===== src/rtl/assert_macros.svh =====
// Assertion macros shared by the resize RTL.
// Both on clk; rst_n gates BIR_ASSERT only; empty when SYNTHESIS is defined.
`ifndef ASSERT_MACROS_SVH
`define ASSERT_MACROS_SVH
`ifndef SYNTHESIS
`define BIR_ASSERT(lbl, prop, msg) \
    lbl: assert property (@(posedge clk) disable iff (!rst_n) (prop)) else $error(msg);
`define BIR_ASSERT_ALWAYS(lbl, prop, msg) \
    lbl: assert property (@(posedge clk) (prop)) else $error(msg);
`else
`define BIR_ASSERT(lbl, prop, msg)
`define BIR_ASSERT_ALWAYS(lbl, prop, msg)
`endif
`endif


===== src/rtl/bir_pkg.sv =====
// Types, widths and codes for the bilinear resize block.
// No dependencies; imported by every module of the block.
`default_nettype none
package bir_pkg;

    localparam int MAX_DIM  = 256;
    localparam int IDX_W    = 8;
    localparam int SIZE_W   = 9;
    localparam int SCALE_W  = 25;
    localparam int PIX_W    = 16;
    localparam int FRAC_W   = 16;
    localparam int ADDR_W   = 4;
    localparam int DATA_W   = 32;
    localparam int MEM_AW   = 2 * IDX_W;
    localparam int QUEUE_DEPTH = 2;

    localparam logic CMD_LOAD    = 1'b0;
    localparam logic CMD_COMPUTE = 1'b1;

    typedef enum logic [1:0] {
        REG_SRC_WIDTH  = 2'd0,
        REG_SRC_HEIGHT = 2'd1,
        REG_ROW_SCALE  = 2'd2,
        REG_COL_SCALE  = 2'd3
    } reg_idx_t;

    typedef struct packed {
        logic [SIZE_W-1:0]  src_width;
        logic [SIZE_W-1:0]  src_height;
        logic [SCALE_W-1:0] row_scale;
        logic [SCALE_W-1:0] col_scale;
    } bir_cfg_t;

    // One classified word between front and back.
    typedef struct packed {
        logic              is_compute;
        logic [IDX_W-1:0]  row0;
        logic [IDX_W-1:0]  row1;
        logic [IDX_W-1:0]  col0;
        logic [IDX_W-1:0]  col1;
        logic [FRAC_W-1:0] frac_r;
        logic [FRAC_W-1:0] frac_c;
        logic [PIX_W-1:0]  pixel;
    } bir_job_t;

endpackage
`default_nettype wire


===== src/rtl/bir_queue.sv =====
// Two-entry queue of classified words between front and back.
// Depends on bir_pkg.
`default_nettype none
module bir_queue (
    input  wire logic              clk,
    input  wire logic              rst_n,
    input  wire logic              push_valid,
    output logic                   push_ready,
    input  wire bir_pkg::bir_job_t push_job,
    output logic                   pop_valid,
    input  wire logic              pop_ready,
    output bir_pkg::bir_job_t      pop_job
);
    import bir_pkg::*;

    localparam int PTR_W = $clog2(QUEUE_DEPTH);
    localparam int CNT_W = $clog2(QUEUE_DEPTH + 1);

    bir_job_t          slot_reg [QUEUE_DEPTH];
    logic [PTR_W-1:0]  wr_reg;
    logic [PTR_W-1:0]  wr_next;
    logic [PTR_W-1:0]  rd_reg;
    logic [PTR_W-1:0]  rd_next;
    logic [CNT_W-1:0]  cnt_reg;
    logic [CNT_W-1:0]  cnt_next;
    logic              do_push;
    logic              do_pop;

    assign push_ready = (cnt_reg != CNT_W'(QUEUE_DEPTH));
    assign pop_valid  = (cnt_reg != '0);
    assign pop_job    = slot_reg[rd_reg];
    assign do_push    = push_valid && push_ready;
    assign do_pop     = pop_valid && pop_ready;

    always_comb
    begin
        wr_next  = wr_reg;
        rd_next  = rd_reg;
        cnt_next = cnt_reg;
        if (do_push)
        begin
            wr_next = (wr_reg == PTR_W'(QUEUE_DEPTH - 1)) ? '0 : wr_reg + PTR_W'(1);
        end
        if (do_pop)
        begin
            rd_next = (rd_reg == PTR_W'(QUEUE_DEPTH - 1)) ? '0 : rd_reg + PTR_W'(1);
        end
        if (do_push && !do_pop)
            cnt_next = cnt_reg + CNT_W'(1);
        else if (do_pop && !do_push)
            cnt_next = cnt_reg - CNT_W'(1);
    end

    always_ff @(posedge clk or negedge rst_n)
    begin
        if (!rst_n)
        begin
            wr_reg  <= '0;
            rd_reg  <= '0;
            cnt_reg <= '0;
        end
        else
        begin
            wr_reg  <= wr_next;
            rd_reg  <= rd_next;
            cnt_reg <= cnt_next;
        end
    end

    always_ff @(posedge clk)
    begin
        if (do_push)
        begin
            slot_reg[wr_reg] <= push_job;
        end
    end

endmodule
`default_nettype wire


===== config.mk =====
export PLATFORM = sky130hd
export DESIGN_NAME = bir_queue
export DESIGN_NICKNAME = d
export VERILOG_FILES = /design/src/rtl/assert_macros.svh /design/src/rtl/bir_pkg.sv /design/src/rtl/bir_queue.sv
export SDC_FILE = /design/constraint.sdc
export NUM_CORES = 1
export LEC_CHECK = 0
export BUFFER_PORTS_ARGS = -buffer_cell sky130_fd_sc_hd__buf_4
export CORE_MARGIN = 1.5
export CORE_UTILIZATION = 35
export DETAILED_ROUTE_END_ITERATION = 7
export REMOVE_ABC_BUFFERS = 1
export SYNTH_ARGS = -nofsm -noshare
export SYNTH_HDL_FRONTEND = slang
export SYNTH_SLANG_ARGS = --single-unit

===== constraint.sdc =====
create_clock -name clk -period 6.3 [get_ports clk]
set_input_delay 0.63 -clock clk [delete_from_list [all_inputs] [get_ports clk]]
set_output_delay 0.63 -clock clk [all_outputs]
set_load 0.02 [all_outputs]

* Word level (Yosys, flattened, before mapping)
Memories as Yosys holds them, arrays and structs flattened.
Cells that the tools add are included.
W data, S select, Z words.
** Cells by class
- Add/sub/neg operators :: 4
- Equal/unequal tests :: 1
- Mux-type cells :: 6
- Reductions and logical operators :: 8
** Operators by type and width (number)
- $logic_and A1 B1 Y1 :: 4
- $mux W1 :: 4
- $mux W2 :: 2
- $reduce_bool A2 Y1 :: 2
- $add A1 B1 Y1 const B :: 2
- $add A2 B1 Y2 const B :: 1
- $logic_not A1 Y1 :: 2
- $ne A2 B2 Y1 const B :: 1
- $sub A2 B1 Y2 const B :: 1
** Word-level totals
- Register bits after elaboration :: 4
- Bits in writable memories :: 162
- Input bits :: 85
- Output and inout bits :: 83
- Word-level logic and storage cells :: 23
- Memories kept :: 1
** Memory list
- slot_reg :: depth 2, width 81, read ports 1, clocked after memory_dff 0, write ports 1, line bir_queue.sv:19 : bir_job_t slot_reg [QUEUE_DEPTH];

* Logic depth before layout (Yosys ltp)
- Word-level depth :: 6
- Mapped depth :: 7
- Depth with buffers taken out :: 7

* Least setup slack after synthesis
No wires, ideal clock.
- Kind :: flip-flop to flip-flop
- From :: register cnt_reg[0]
- To :: memory slot_reg[0][0] (netlist bit), enable pin
- Setup time :: 521 ps
- Arrival :: 4177 ps
- Data required time :: 5779 ps
- Setup slack :: 1602 ps
- Cell stages (with the launch flop) :: 4
- Buffers on the path :: 0
- Clock period less this slack :: 4698 ps
- Cell sequence :: dfrtp_1 nand2b_1 nand2_1 nor2_1
** Between the ends
- Word-level cells in the longest chain between the ends :: 4
** Ends and longest elaborated chain
- start: declaration :: line bir_queue.sv:24 : logic [CNT_W-1:0] cnt_reg;
- start signal: assignment :: line bir_queue.sv:66 : cnt_reg <= cnt_next;
- $ne A2 B2 Y1 :: line bir_queue.sv:29 : assign push_ready = (cnt_reg != CNT_W'(QUEUE_DEPTH));
- named net push_ready :: line bir_queue.sv:8 : output logic push_ready,
- $logic_and A1 B1 Y1 :: line bir_queue.sv:32 : assign do_push = push_valid && push_ready;
- $mux W1 :: line bir_queue.sv:72 : if (do_push)
- $mux W1 (not written as such) :: line bir_queue.sv:74 : slot_reg[wr_reg] <= push_job;
- end: declaration :: line bir_queue.sv:19
The timed path passes the listed nets, and every way through them passes these cells.

==> results.json <==
{
  "fp-row-count": 49,
  "irDropWorstVdd_mv": 0.5055,
  "cts_resized": 0,
  "drive_gt1_share_pct": 60.69,
  "antenna_left": 0,
  "wl_per_cell_um": 16.58,
  "final.setup.tns_ns": 0,
  "mostFrequentLayoutCells": "buf_4 (169), edfxtp_1 (162), mux2_4 (79)",
  "syn_avg_cell_area_sq_um": 23.85,
  "antenna_found_initial": 0,
  "drt_wl_total_um": 11470,
  "synth_top_family_by_area": "multiplexers",
  "n_antenna_cell": 0,
  "worst_ep_arrival_time_ns": 2.65,
  "slew_violations": 0,
  "die_area_sq_um": 19220,
  "drt_pass1_iterations": 4,
  "min_period_ns": 3.278,
  "synthDistinctLibCells": 15,
  "cts.reportedPaths.clkPinSlew_ns": 0.06,
  "p_per_area_nw_per_um2": 491.9,
  "clock.fmax_mhz": 305.1,
  "netlist_instances": 270,
  "instances_no_fill": 692,
  "worst_pin_slew_ns": 1.152,
  "clk_latency_ns": 0.41,
  "clock_path_buffers": 2,
  "holdCritPathClass": "in -> reg",
  "portBuffers": 167,
  "vias": 3032,
  "synth-simple-area-share_pct": 0.5247,
  "cts_setup_buffers": 0,
  "setup_viol": 0,
  "p_leak_nw": 3.358,
  "start_kind": "register",
  "synth.area.mux_share_pct": 18.77,
  "gp_congestion": 0.7072,
  "core_area_sq_um": 18020,
  "initial_utilization_pct": 35.72,
  "hold_start": "push_job[9]",
  "multi_input_area_sq_um": 1311,
  "synth_top_area_cell": "edfxtp_1",
  "r2r_cells": 4,
  "cts_tree": "built",
  "worst_ep_required_time_ns": 5.67,
  "reg2reg_from": "cnt_reg[0]",
  "layout.filler_cells": 1552,
  "clock-sinks": 166,
  "synth.ff_latch_count": 166,
  "mostFrequentLayoutCell": "buf_4",
  "die_y_um": 138.6,
  "r2r-end": "slot_reg[0][17]",
  "path_class": "reg -> out",
  "seqCellArea_sq_um": 4969,
  "largest_reg_flops": 162,
  "synthToLayoutAreaGrowth_pct": 31.03,
  "crit_fanout": 42,
  "critPathLaunch": "rd_reg",
  "finalClockSkew_ns": 0.006560,
  "drc": 0,
  "hold_end": "slot_reg[0][9]",
  "cap_violations": 0,
  "clockRootBuffer": "clkbuf_16",
  "grt_pass1_vias": 3272,
  "synth_top_cell_area_share_pct": 75.55,
  "grt_max_degree": 82,
  "min_delay_path_depth": 1,
  "syn_area_sq_um": 6439,
  "synth_compound_area_share_pct": 0,
  "grt_pass1_wl_um": 17580,
  "r2r_slack_ns": 4.16,
  "dp_hpwl_um": 7364,
  "cp-end-kind": "output port",
  "yosysSeqAreaShare_pct": 77.11,
  "synthAdderAreaFrac_pct": 0.1943,
  "ys_warn_count": 0,
  "fp.dieW_um": 138.6,
  "post_drt_via_cell_ratio": 4.382,
  "gr-total-overflow": 0,
  "io_pins": 168,
  "slew_headroom_pct": 23.18,
  "rsz0062_at_grt": "false",
  "cts-buffers-inserted": 17,
  "status": "finished, final reports clean",
  "htree_levels": 4,
  "fin_nets": 536,
  "drtIter0Drc": 106,
  "grt_usage_pct": 12.07,
  "netlist_top_cells_area": "edfxtp_1 (76%), mux2_4 (18%), buf_12 (2.5%), dfrtp_1 (1.6%), xnor2_1 (0.41%)",
  "hold_viol": 0,
  "fin_crit_sh_pct": 52.03,
  "place_inst": 659,
  "synth-xor-area-share_pct": 0.6801
}
[power breakdown]
| group | total (W) | internal, W | switching (W) |
|---|---|---|---|
| sequential | 0.00166 | 0.00152 | 0.000137 |
| combinational | 0.00147 | 0.000744 | 0.000725 |
| clock | 0.00103 | 0.000622 | 0.000403 |
[logic make-up (layout without fill, tap and decap cells)]
family	after synthesis	after routing
AND/OR/NAND/NOR	7	7
flip-flops	166	166
multiplexers	81	81
XOR/XNOR	5	5
adder cells (fa/ha/maj)	1	1
buffers and inverters	10	203
[cells in the mapped netlist (all sizes together)]
cell	count
ha	1
xor2	2
or2	1
mux2	81
dfrtp	4
inv	1
buf	9
nand2b	1
nor2	2
nand2	2
edfxtp	162
xnor2	3
and3	1
[how the worst max path moves through the flow]
stage	end	slack, ns
floorplan	slot_reg[0][0]	1.60
global placement	pop_job[72]	3.40
detailed placement	pop_job[24]	3.37
CTS	pop_job[24]	2.90
global route	pop_job[30]	2.83
finish	pop_job[30]	3.02
[per-layer routing]
| layer | global-route usage [%] | wire [um] | up-vias |
|---|---|---|---|
| met5 | 0 | 0 | - |
| met2 | 19.38 | 5690 | 97 |
| met4 | 4.441 | 113 | 0 |
| met3 | 5.041 | 780 | 12 |
| met1 | 14.63 | 4887 | 1500 |
| li1 | - | - | 1423 |
[worst max-delay path, stage by stage (launching register included)]
cell     delay, ns
dfrtp_4       0.92
buf_4         0.75
mux2_4        0.36
buf_4         0.16
[metrics by stage]
step           hold slack, ns  total power [W]  area (sq um)  setup slack (ns)  util (%)
3_5_place_dp           0.4321         0.003185          7839             3.369     43.49
4_1_cts                0.3734         0.004222          8437             2.905     46.81
5_1_grt                0.3685         0.004340          8437             2.835     46.81
3_3_place_gp           0.4282         0.003161          7839             3.401     43.49
2_1_floorplan          0.3344         0.002702          6267             1.602         -
6_report               0.4000         0.004150          8437             3.022     46.81
[cell type report]
cell class              count  area share [%]
flip-flops and latches    166           58.89
multi-input cells          94           15.54
repair buffers            170           15.16
clock buffers              19           5.131
well taps                 229           3.396
clock inverters            13           1.839
inverters                   1         0.04449
[repair_timing]
item	in CTS	in global routing
hold buffers	1	0
hold endpoints to repair	4	0
setup endpoints to repair	0	0
No activity file was read; power rests on OpenSTA's default activity.
