<file path="src/rtl/assert_macros.svh">
// Assertion macros shared by the resize RTL.
// Both on clk; rst_n gates BIR_ASSERT only; empty when SYNTHESIS is defined.
`ifndef ASSERT_MACROS_SVH
`define ASSERT_MACROS_SVH
`ifndef SYNTHESIS
`define BIR_ASSERT(lbl, prop, msg) \
    lbl: assert property (@(posedge clk) disable iff (!rst_n) (prop)) else $error(msg);
`define BIR_ASSERT_ALWAYS(lbl, prop, msg) \
    lbl: assert property (@(posedge clk) (prop)) else $error(msg);
`else
`define BIR_ASSERT(lbl, prop, msg)
`define BIR_ASSERT_ALWAYS(lbl, prop, msg)
`endif
`endif

</file>
<file path="src/rtl/bir_pkg.sv">
// Types, widths and codes for the bilinear resize block.
// No dependencies; imported by every module of the block.
`default_nettype none
package bir_pkg;

    localparam int MAX_DIM  = 256;
    localparam int IDX_W    = 8;
    localparam int SIZE_W   = 9;
    localparam int SCALE_W  = 25;
    localparam int PIX_W    = 16;
    localparam int FRAC_W   = 16;
    localparam int ADDR_W   = 4;
    localparam int DATA_W   = 32;
    localparam int MEM_AW   = 2 * IDX_W;
    localparam int QUEUE_DEPTH = 2;

    localparam logic CMD_LOAD    = 1'b0;
    localparam logic CMD_COMPUTE = 1'b1;

    typedef enum logic [1:0] {
        REG_SRC_WIDTH  = 2'd0,
        REG_SRC_HEIGHT = 2'd1,
        REG_ROW_SCALE  = 2'd2,
        REG_COL_SCALE  = 2'd3
    } reg_idx_t;

    typedef struct packed {
        logic [SIZE_W-1:0]  src_width;
        logic [SIZE_W-1:0]  src_height;
        logic [SCALE_W-1:0] row_scale;
        logic [SCALE_W-1:0] col_scale;
    } bir_cfg_t;

    // One classified word between front and back.
    typedef struct packed {
        logic              is_compute;
        logic [IDX_W-1:0]  row0;
        logic [IDX_W-1:0]  row1;
        logic [IDX_W-1:0]  col0;
        logic [IDX_W-1:0]  col1;
        logic [FRAC_W-1:0] frac_r;
        logic [FRAC_W-1:0] frac_c;
        logic [PIX_W-1:0]  pixel;
    } bir_job_t;

endpackage
`default_nettype wire

</file>
<file path="src/rtl/bir_front.sv">
// Front end: input stage, classification and per-axis coordinate mapping.
// Depends on bir_pkg.
`default_nettype none
module bir_front (
    input  wire logic                clk,
    input  wire logic                rst_n,
    input  wire logic                in_valid,
    output logic                     in_ready,
    input  wire logic                command,
    input  wire logic [bir_pkg::IDX_W-1:0] pos_row,
    input  wire logic [bir_pkg::IDX_W-1:0] pos_col,
    input  wire logic [bir_pkg::PIX_W-1:0] pixel_in,
    input  wire bir_pkg::bir_cfg_t   cfg,
    output logic                     job_valid,
    input  wire logic                job_ready,
    output bir_pkg::bir_job_t        job
);
    import bir_pkg::*;

    localparam int PROD_W = SIZE_W + SCALE_W + 1;
    localparam int IP_W   = PROD_W - FRAC_W - 1;

    typedef struct packed {
        logic [IDX_W-1:0]  i0;
        logic [IDX_W-1:0]  i1;
        logic [FRAC_W-1:0] frac;
    } axis_t;

    // Coordinate + 1 in Q.17 is (2k+1)*scale + 0.5; floor + 1 and fraction fall out.
    function automatic axis_t map_axis(logic [IDX_W-1:0] k, logic [SCALE_W-1:0] scale,
                                       logic [SIZE_W-1:0] size);
        logic [PROD_W-1:0] v;
        logic [IP_W-1:0]   ip;
        logic [IP_W-1:0]   ip_m1;
        logic [IDX_W-1:0]  last;
        axis_t             r;
        v     = PROD_W'({k, 1'b1}) * PROD_W'(scale) + (PROD_W'(1) << FRAC_W);
        ip    = v[PROD_W-1:FRAC_W+1];
        ip_m1 = (ip == '0) ? '0 : ip - IP_W'(1);
        if (size == '0)
            last = '0;
        else if (size >= SIZE_W'(MAX_DIM))
            last = IDX_W'(MAX_DIM - 1);
        else
            last = IDX_W'(size - SIZE_W'(1));
        r.i0   = (ip_m1 > IP_W'(last)) ? last : ip_m1[IDX_W-1:0];
        r.i1   = (ip > IP_W'(last)) ? last : ip[IDX_W-1:0];
        r.frac = v[FRAC_W:1];
        return r;
    endfunction

    logic              s_valid_reg;
    logic              s_cmd_reg;
    logic [IDX_W-1:0]  s_row_reg;
    logic [IDX_W-1:0]  s_col_reg;
    logic [PIX_W-1:0]  s_pix_reg;
    axis_t             row_map;
    axis_t             col_map;

    assign in_ready  = !s_valid_reg || job_ready;
    assign job_valid = s_valid_reg;

    always_ff @(posedge clk or negedge rst_n)
    begin
        if (!rst_n)
        begin
            s_valid_reg <= 1'b0;
        end
        else if (in_ready)
        begin
            s_valid_reg <= in_valid;
        end
    end

    always_ff @(posedge clk)
    begin
        if (in_valid && in_ready)
        begin
            s_cmd_reg <= command;
            s_row_reg <= pos_row;
            s_col_reg <= pos_col;
            s_pix_reg <= pixel_in;
        end
    end

    always_comb
    begin
        row_map = map_axis(s_row_reg, cfg.row_scale, cfg.src_height);
        col_map = map_axis(s_col_reg, cfg.col_scale, cfg.src_width);
        job.is_compute = (s_cmd_reg == CMD_COMPUTE);
        job.pixel      = s_pix_reg;
        if (s_cmd_reg == CMD_COMPUTE)
        begin
            job.row0   = row_map.i0;
            job.row1   = row_map.i1;
            job.col0   = col_map.i0;
            job.col1   = col_map.i1;
            job.frac_r = row_map.frac;
            job.frac_c = col_map.frac;
        end
        else
        begin
            // load: row0/col0 carry the write position
            job.row0   = s_row_reg;
            job.row1   = s_row_reg;
            job.col0   = s_col_reg;
            job.col1   = s_col_reg;
            job.frac_r = '0;
            job.frac_c = '0;
        end
    end

endmodule
`default_nettype wire

</file>
<file path="config.mk">
export PLATFORM = sky130hd
export DESIGN_NAME = bir_front
export DESIGN_NICKNAME = d
export VERILOG_FILES = /design/src/rtl/assert_macros.svh /design/src/rtl/bir_pkg.sv /design/src/rtl/bir_front.sv
export SDC_FILE = /design/constraint.sdc
export NUM_CORES = 1
export LEC_CHECK = 0
export ABC_CLOCK_PERIOD_IN_PS = 19000
export BUFFER_PORTS_ARGS = -buffer_cell sky130_fd_sc_hd__buf_2
export CORE_ASPECT_RATIO = 0.9
export CORE_UTILIZATION = 62
export DETAILED_ROUTE_END_ITERATION = 8
export PLACE_DENSITY_LB_ADDON = 0.25
export SETUP_SLACK_MARGIN = 0.4
export SYNTH_ARGS = -nofsm -noshare
export SYNTH_HDL_FRONTEND = slang
export SYNTH_SLANG_ARGS = --single-unit
export TNS_END_PERCENT = 30
</file>
<file path="constraint.sdc">
create_clock -name clk -period 19 [get_ports clk]
set_clock_uncertainty 0.2 [all_clocks]
set_input_delay 2.85 -clock clk [delete_from_list [all_inputs] [get_ports clk]]
set_output_delay 2.85 -clock clk [all_outputs]
set_load 0.01 [all_outputs]
</file>
# After elaboration in Yosys (flattened, before gate mapping)
# Index checks and enable logic that the tools add are counted.
# totals
ff_bits	34
input_bits	105
out_inout_bits	83
word_cells	37
# op_classes
add_sub_neg	6
multipliers	2
order_cmp	6
muxes	11
n_reduce_logical	7
# op_table
op	count
$gt A18 B8 Y1	4
$add A34 B17 Y35 const B	2
$mul A9 B25 Y34	2
$mux W64	1
$mux W8	8
$logic_not A18 Y1	2
$mux W18	2
$sub A18 B1 Y18 const B	2
$ge A9 B9 Y1 const B	2
$logic_not A9 Y1	2
$sub A8 B1 Y8 const B	2
$logic_and A1 B1 Y1	1
$logic_not A1 Y1	1
$logic_or A1 B1 Y1	1

# Logic depth before layout (Yosys ltp)
# Gate-level depths: netlist of run 1.
# depth
word_depth	7
mapped_depth	38
mapped_depth_nobuf	36

# Least setup slack after synthesis of run 1
# No wires, ideal clock.
# synth_path
path_kind	input to output
startpoint	input cfg[38] (netlist bit)
endpoint	output job[78] (netlist bit)
t_arrival_ns	10.352
t_required_ns	15.950
slack_ns	5.598
stages	34
n_path_buf	3
path_cell_list	clkbuf_1 nand2_1 fa_1 inv_1 fa_1 inv_1 fa_1 inv_1 fa_1 fa_1 ha_1 nor2_1 o21ai_1 nor3b_1 o211ai_1 a21boi_1 a2bb2oi_2 nand4_1 nor4_1 clkbuf_1 nor2_1 ha_1 nor2b_1 o21a_1 o21a_1 o21a_1 o21a_1 o21a_1 o21a_1 o22ai_1 and3b_1 buf_6 nand4_1 o221ai_1
# synth_rtl
item	line_no	source
from (decl)	bir_front.sv:13	input wire bir_pkg::bir_cfg_t cfg,
to (decl)	bir_front.sv:16	output bir_pkg::bir_job_t job

==> out/qor.txt, run 1 <==
outcome = finished, final reports clean
Clock Tree Buf Depth = 2
Worst path slowest cell = nor4_4
TritonCTS clock tree = built
die height = 168.8 um
Synth Area in Compound Gates = 12.77%
Seq cells post-synth = 34
Yosys top cell by area = fa_1
worst skew pair latency = 280 ps
data required time of the worst path = 15950 ps
sequential area share after synthesis = 5.299%
Worst path max stage delay = 540 ps
DRC viols = 0
Synth area leaders = fa_1 34%, ha_1 14%, and2_1 9.4%, inv_1 8.0%, edfxtp_1 5.2%
commonest cells after routing, fill and taps aside = 406 x inv_1, 326 x fa_1, 286 x and2_1
pin count of the biggest net entering global routing = 58
mux share of post-synthesis cell area = 0.9593%
cts repair resizes = 0
XOR/XNOR share of the synthesized area = 2.454%
Synth Net Count = 2860
# fillers = 2529
Mapped Cells = 2221
non-filler instance count after layout = 2744
Rel. slew slack = 23.86%
vias in the first global route = 16313
register area = 1016 sq um
CP Capture Type = output port
total wire length = 48290 um
final setup vio count = 0
GRT Overall Usage = 31.48%
Die W = 187.4 um
Slew Limit Fails = 0
hold_ws = 332.4 ps
Ys Warns = 0
DP HPWL = 40240 um
final-stage net count = 2977
DR vias = 16080
clk sink count = 34
post-synthesis cell type count = 105
vias per inst = 5.860
post-route antenna net violation count = 0
endpoints failing hold = 0
CTS clk-pin slew, worst paths = 50 ps
Iteration-0 DRC Markers = 1085
Util after Layout = 67.95%
reg-to-reg slack, setup = 17230 ps
post-CTS setup buffers = 0
Final period util = 75.86%
unrepaired setup endpoints after global routing = false
global placer's final weighted congestion = 0.9703
placed cells = 2734
layout cell share with drive strength beyond 1 = 10.77%
Synth top area share = 34.04%
FMAX = 69.38 MHz
Initial Utilization = 63.53%
Syn-to-layout area delta = 6.950%
largest family of logic cells by synthesized area = adder cells
CTS Buf Count = 5
max cap viols = 0
Final Critical Period = 14410 ps
EDFF count, synth = 33
Rows = 60
first-pass GRT wire length = 80700 um
core area = 30180 sq um
top_reg_cell synth = edfxtp_1
Die Area = 31630 sq um
antenna violations before repair = 3
Ports = 188
port bufs = 187
Worst Hold Class = flip-flop to flip-flop
syn_area_per_cell = 8.633 sq um
H-tree levels = 2
Async S/R FF share, synth = 2.941%
max reg flops = 16
crit path launch type = primary input
most common cell after layout, fill and taps aside = inv_1
GRT overflow = 0
cts hold-fix bufs = 0
root buffer cell = clkbuf_16
Post-Syn Area = 19170 sq um
Setup CP Type = primary input to output port
Worst-Margin Slew = 1142 ps
final setup TNS = 0 ps
CP arrival = 11360 ps
average routed wire per standard cell = 17.60 um
area of the multi-input gates = 16300 sq um
crit-path max FO = 9
Adder-Cell Fraction of Synth Area = 47.61%
drt pass-1 iters = 5
simple-gate area share of the yosys netlist = 21.20%
-- critical path, delay by kind of cell --
| kind | cells | cell delay [ps] |
|---|---|---|
| AOI/OAI and AO/OA | 12 | 2860 |
| xor gates and xnor gates | 1 | 400 |
| adders and majority gates | 8 | 2990 |
| buffers and inverters | 6 | 560 |
| and+or+nand+nor | 8 | 1700 |
-- cells by family after synthesis --
kind of cell	Yosys count
and+or+nand+nor	755
adders and majority gates	534
buffers and inverters	488
AOI/OAI and AO/OA	340
xor gates and xnor gates	52
DFF	34
muxes	18
-- cell usage after synthesis (all sizes together), types with 5 or more instances --
master,instances
inv,408
buf,15
and4,6
o211ai,18
o21a,33
nand2b,10
o22ai,6
a31oi,12
nor4,14
nor2b,16
xor2,25
nor3,36
xnor2,27
nor2,83
o21ai,61
o221ai,5
edfxtp,33
nand4,26
nand2,206
and3,15
a21oi,91
fa,326
a211oi,24
o21bai,5
or3,9
a21o,23
clkbuf,65
ha,208
o31ai,6
a41oi,5
and2,287
nor3b,5
nand3,26
mux2i,15
-- path summary, 6_finish.rpt --
check | start | endpoint | cells past startpoint
max | cfg[4] | job[60] | 35
max in group asynchronous | rst_n | job_valid$_DFFE_PN0N_ | 1
min in group asynchronous | rst_n | job_valid$_DFFE_PN0N_ | 1
max reg2reg | job_valid$_DFFE_PN0N_ | s_row_reg[0]$_DFFE_PP_ | 2
min | job_valid$_DFFE_PN0N_ | job_valid$_DFFE_PN0N_ | 2
min reg2reg | job_valid$_DFFE_PN0N_ | job_valid$_DFFE_PN0N_ | 2
-- layout make-up --
| class | count | share of cell area [%] |
|---|---|---|
| multi-input cells | 1699 | 79.47 |
| flip-flops and latches | 34 | 4.955 |
| clock inverters | 3 | 0.3356 |
| clock buffers | 5 | 0.6102 |
| well taps | 403 | 2.459 |
| repair buffers | 190 | 4.674 |
| diodes | 2 | 0.02441 |
| inverters | 408 | 7.468 |
-- layer usage --
| metal | GRT usage, % | share of wire, % | vias up |
|---|---|---|---|
| met1 | 44.58 | 43 | 7945 |
| met2 | 52.38 | 47 | 652 |
| met3 | 3.214 | 7.3 | 66 |
| met4 | 7.128 | 1.7 | 2 |
| met5 | 0 | 0.027 | - |
| li1 | - | - | 7415 |
-- per-stage QoR --
stage	setup slack, ps	cell area, sq um
2_1_floorplan	5598	19170
4_1_cts	4685	20500
3_3_place_gp	4916	20310
3_5_place_dp	4712	20310
6_report	4586	20510
5_1_grt	4125	20510
Power of run 1 is not shown: default switching activity piles up to over one toggle a cycle in this logic, so the estimate is an artifact.
==> run 2: changes to the inputs <==
--- a/config.mk
+++ b/config.mk
@@ -5,10 +5,10 @@
 export SDC_FILE = /design/constraint.sdc
 export NUM_CORES = 1
 export LEC_CHECK = 0
-export ABC_CLOCK_PERIOD_IN_PS = 19000
+export ABC_CLOCK_PERIOD_IN_PS = 11700
 export BUFFER_PORTS_ARGS = -buffer_cell sky130_fd_sc_hd__buf_2
 export CORE_ASPECT_RATIO = 0.9
-export CORE_UTILIZATION = 62
+export CORE_UTILIZATION = 57
 export DETAILED_ROUTE_END_ITERATION = 8
 export PLACE_DENSITY_LB_ADDON = 0.25
 export SETUP_SLACK_MARGIN = 0.4
==> constraint.sdc (replaced) <==
create_clock -name clk -period 11.7 [get_ports clk]
set_clock_uncertainty 0.2 [all_clocks]
set_input_delay 1.755 -clock clk [delete_from_list [all_inputs] [get_ports clk]]
set_output_delay 1.755 -clock clk [all_outputs]
set_load 0.01 [all_outputs]
==> run 2 against run 1 <==
Net effect: register-to-register slack lost 7400 ps; global-route usage shrank 2.3 points; cell count grew 3.4%; first-iteration DRC count is the same; core utilization grew 0.39 points; critical endpoint is now job[56]; count of clock-buffer cells in the layout is the same; via count grew 2.0%; critical path depth shrank 2; worst hold slack gained 12 ps.
==> out/qor.txt, run 2 (same netlist as run 1, synthesis figures left out) <==
final-stage net count = 3053 (+2.6%)
average routed wire per standard cell = 17.88 um (+1.6%)
CTS Buf Count = 5 (unchanged)
endpoints failing hold = 0 (unchanged)
FMAX = 89.24 MHz
unrepaired setup endpoints after global routing = true
post-route antenna net violation count = 0 (unchanged)
Syn-to-layout area delta = 17.71%
pin count of the biggest net entering global routing = 58 (unchanged)
Rows = 63 (+5.0%)
die height = 176.0 um (+4.2%)
data required time of the worst path = 9750 ps (-6200 ps)
most common cell after layout, fill and taps aside = inv_1
cts hold-fix bufs = 0 (unchanged)
Rel. slew slack = 21.23% (-2.6 points)
TritonCTS clock tree = built
DP HPWL = 39930 um (-0.77%)
Initial Utilization = 58.05% (-5.5 points)
Die W = 195.3 um (+4.2%)
total wire length = 50720 um (+5.0%)
final setup vio count = 0 (unchanged)
Ant. Diodes = 0 (-2)
Hold Crit Start = job_valid$_DFFE_PN0N_
non-filler instance count after layout = 2837 (+3.4%)
placed cells = 2781 (+1.7%)
met3 WL = 2942 um (-16%)
outcome = finished, final reports clean
Util after Layout = 68.33% (+0.39 points)
crit-path max FO = 9 (unchanged)
first-pass GRT wire length = 80950 um (+0.31%)
design area = 22570 sq um (+10%)
core area = 33030 sq um (+9.4%)
global placer's final weighted congestion = 0.9823 (+1.2%)
CP startpoint = cfg[14]
Die Area = 34380 sq um (+8.7%)
layout cell share with drive strength beyond 1 = 21.66% (+11 points)
Detail Route met2 WL = 24670 um (+7.6%)
Worst Hold Class = flip-flop to flip-flop
most frequent CP cell = fa_1
clk sink count = 34 (unchanged)
Final Critical Period = 11210 ps
port bufs = 187 (unchanged)
CP arrival = 9250 ps (-2110 ps)
Setup CP Type = primary input to output port
worst skew pair latency = 290 ps (about the same)
Final period util = 95.78%
antenna violations before repair = 1 (-2)
Ports = 188 (unchanged)
DR top layer = met4
vias per inst = 5.781 (-1.4%)
max reg flops = 16 (unchanged)
H-tree levels = 2 (unchanged)
Worst path slowest cell = fa_1
Worst-Margin Slew = 1182 ps (+39.50 ps)
root buffer cell = clkbuf_16
met1 WL = 22240 um (+5.9%)
final setup TNS = 0 ps (unchanged)
commonest cells after routing, fill and taps aside = 399 x inv_1, 315 x fa_1, 278 x and2_1
drt pass-1 iters = 5 (unchanged)
Iteration-0 DRC Markers = 1085 (unchanged)
DR vias = 16400 (+2.0%)
reg2reg start = job_valid$_DFFE_PN0N_
Worst path max stage delay = 560 ps (+20 ps)
CTS clk-pin slew, worst paths = 50 ps (about the same)
crit path launch type = primary input
Slew Limit Fails = 0 (unchanged)
max cap viols = 0 (unchanged)
Clock Tree Buf Depth = 2 (unchanged)
DRC viols = 0 (unchanged)
GRT overflow = 0 (unchanged)
vias in the first global route = 16277 (-0.22%)
CP Capture Type = output port
GRT Overall Usage = 29.18% (-2.3 points)
dpl cell area = 20540 sq um (+1.2%)
==> run 2: path summary, 6_finish.rpt <==
check,end,cells after the start,slack (ps)
setup / recovery,job[56],33,490
hold / removal,job_valid$_DFFE_PN0N_,2,340
setup reg to reg,s_row_reg[4]$_DFFE_PP_,2,9790
hold reg to reg,job_valid$_DFFE_PN0N_,2,340
max in group asynchronous,job_valid$_DFFE_PN0N_,1,10180
min in group asynchronous,job_valid$_DFFE_PN0N_,1,1030
==> run 2: cell type report <==
class                           instances  area (sq um)
Multi-Input combinational cell       1699         17620
Fill cell                            2601         10460
Timing Repair Buffer                  266          1678
Inverter                              408          1531
Sequential cell                        34          1016
Tap cell                              422         528.0
Clock buffer                            5         125.1
Clock inverter                          3         68.82
==> run 2: timing repair <==
item                       4_1_cts  5_1_grt
pin swaps                       15       94
setup endpoints to repair       16       18
resized for setup               65      260
buffers inserted                12       35
cloned                           0        1
==> run 2: per-layer routing <==
metal | global-route usage, % | vias up
met5 | 0 | -
met3 | 4.069 | 66
met1 | 40.60 | 8220
met2 | 48.51 | 553
li1 | - | 7561
met4 | 6.529 | 0
==> run 2: through the flow <==
stage	worst slack, ps	hold WS [ps]
final	493.8	344.9
after global routing	200.1	383.4
after CTS	359.5	345.1
after detailed placement	-107.9	329.8
after global placement	19.69	301.0
after floorplan	488.1	422.1
==> run 2: worst max-delay path: cells and delay by family <==
family          cells  cell delay, ps
buf+inv             5             430
fa+ha+maj           7            3140
compound gates     12            2480
simple gates        9            1420
Power of run 2 is left out for the same reason.
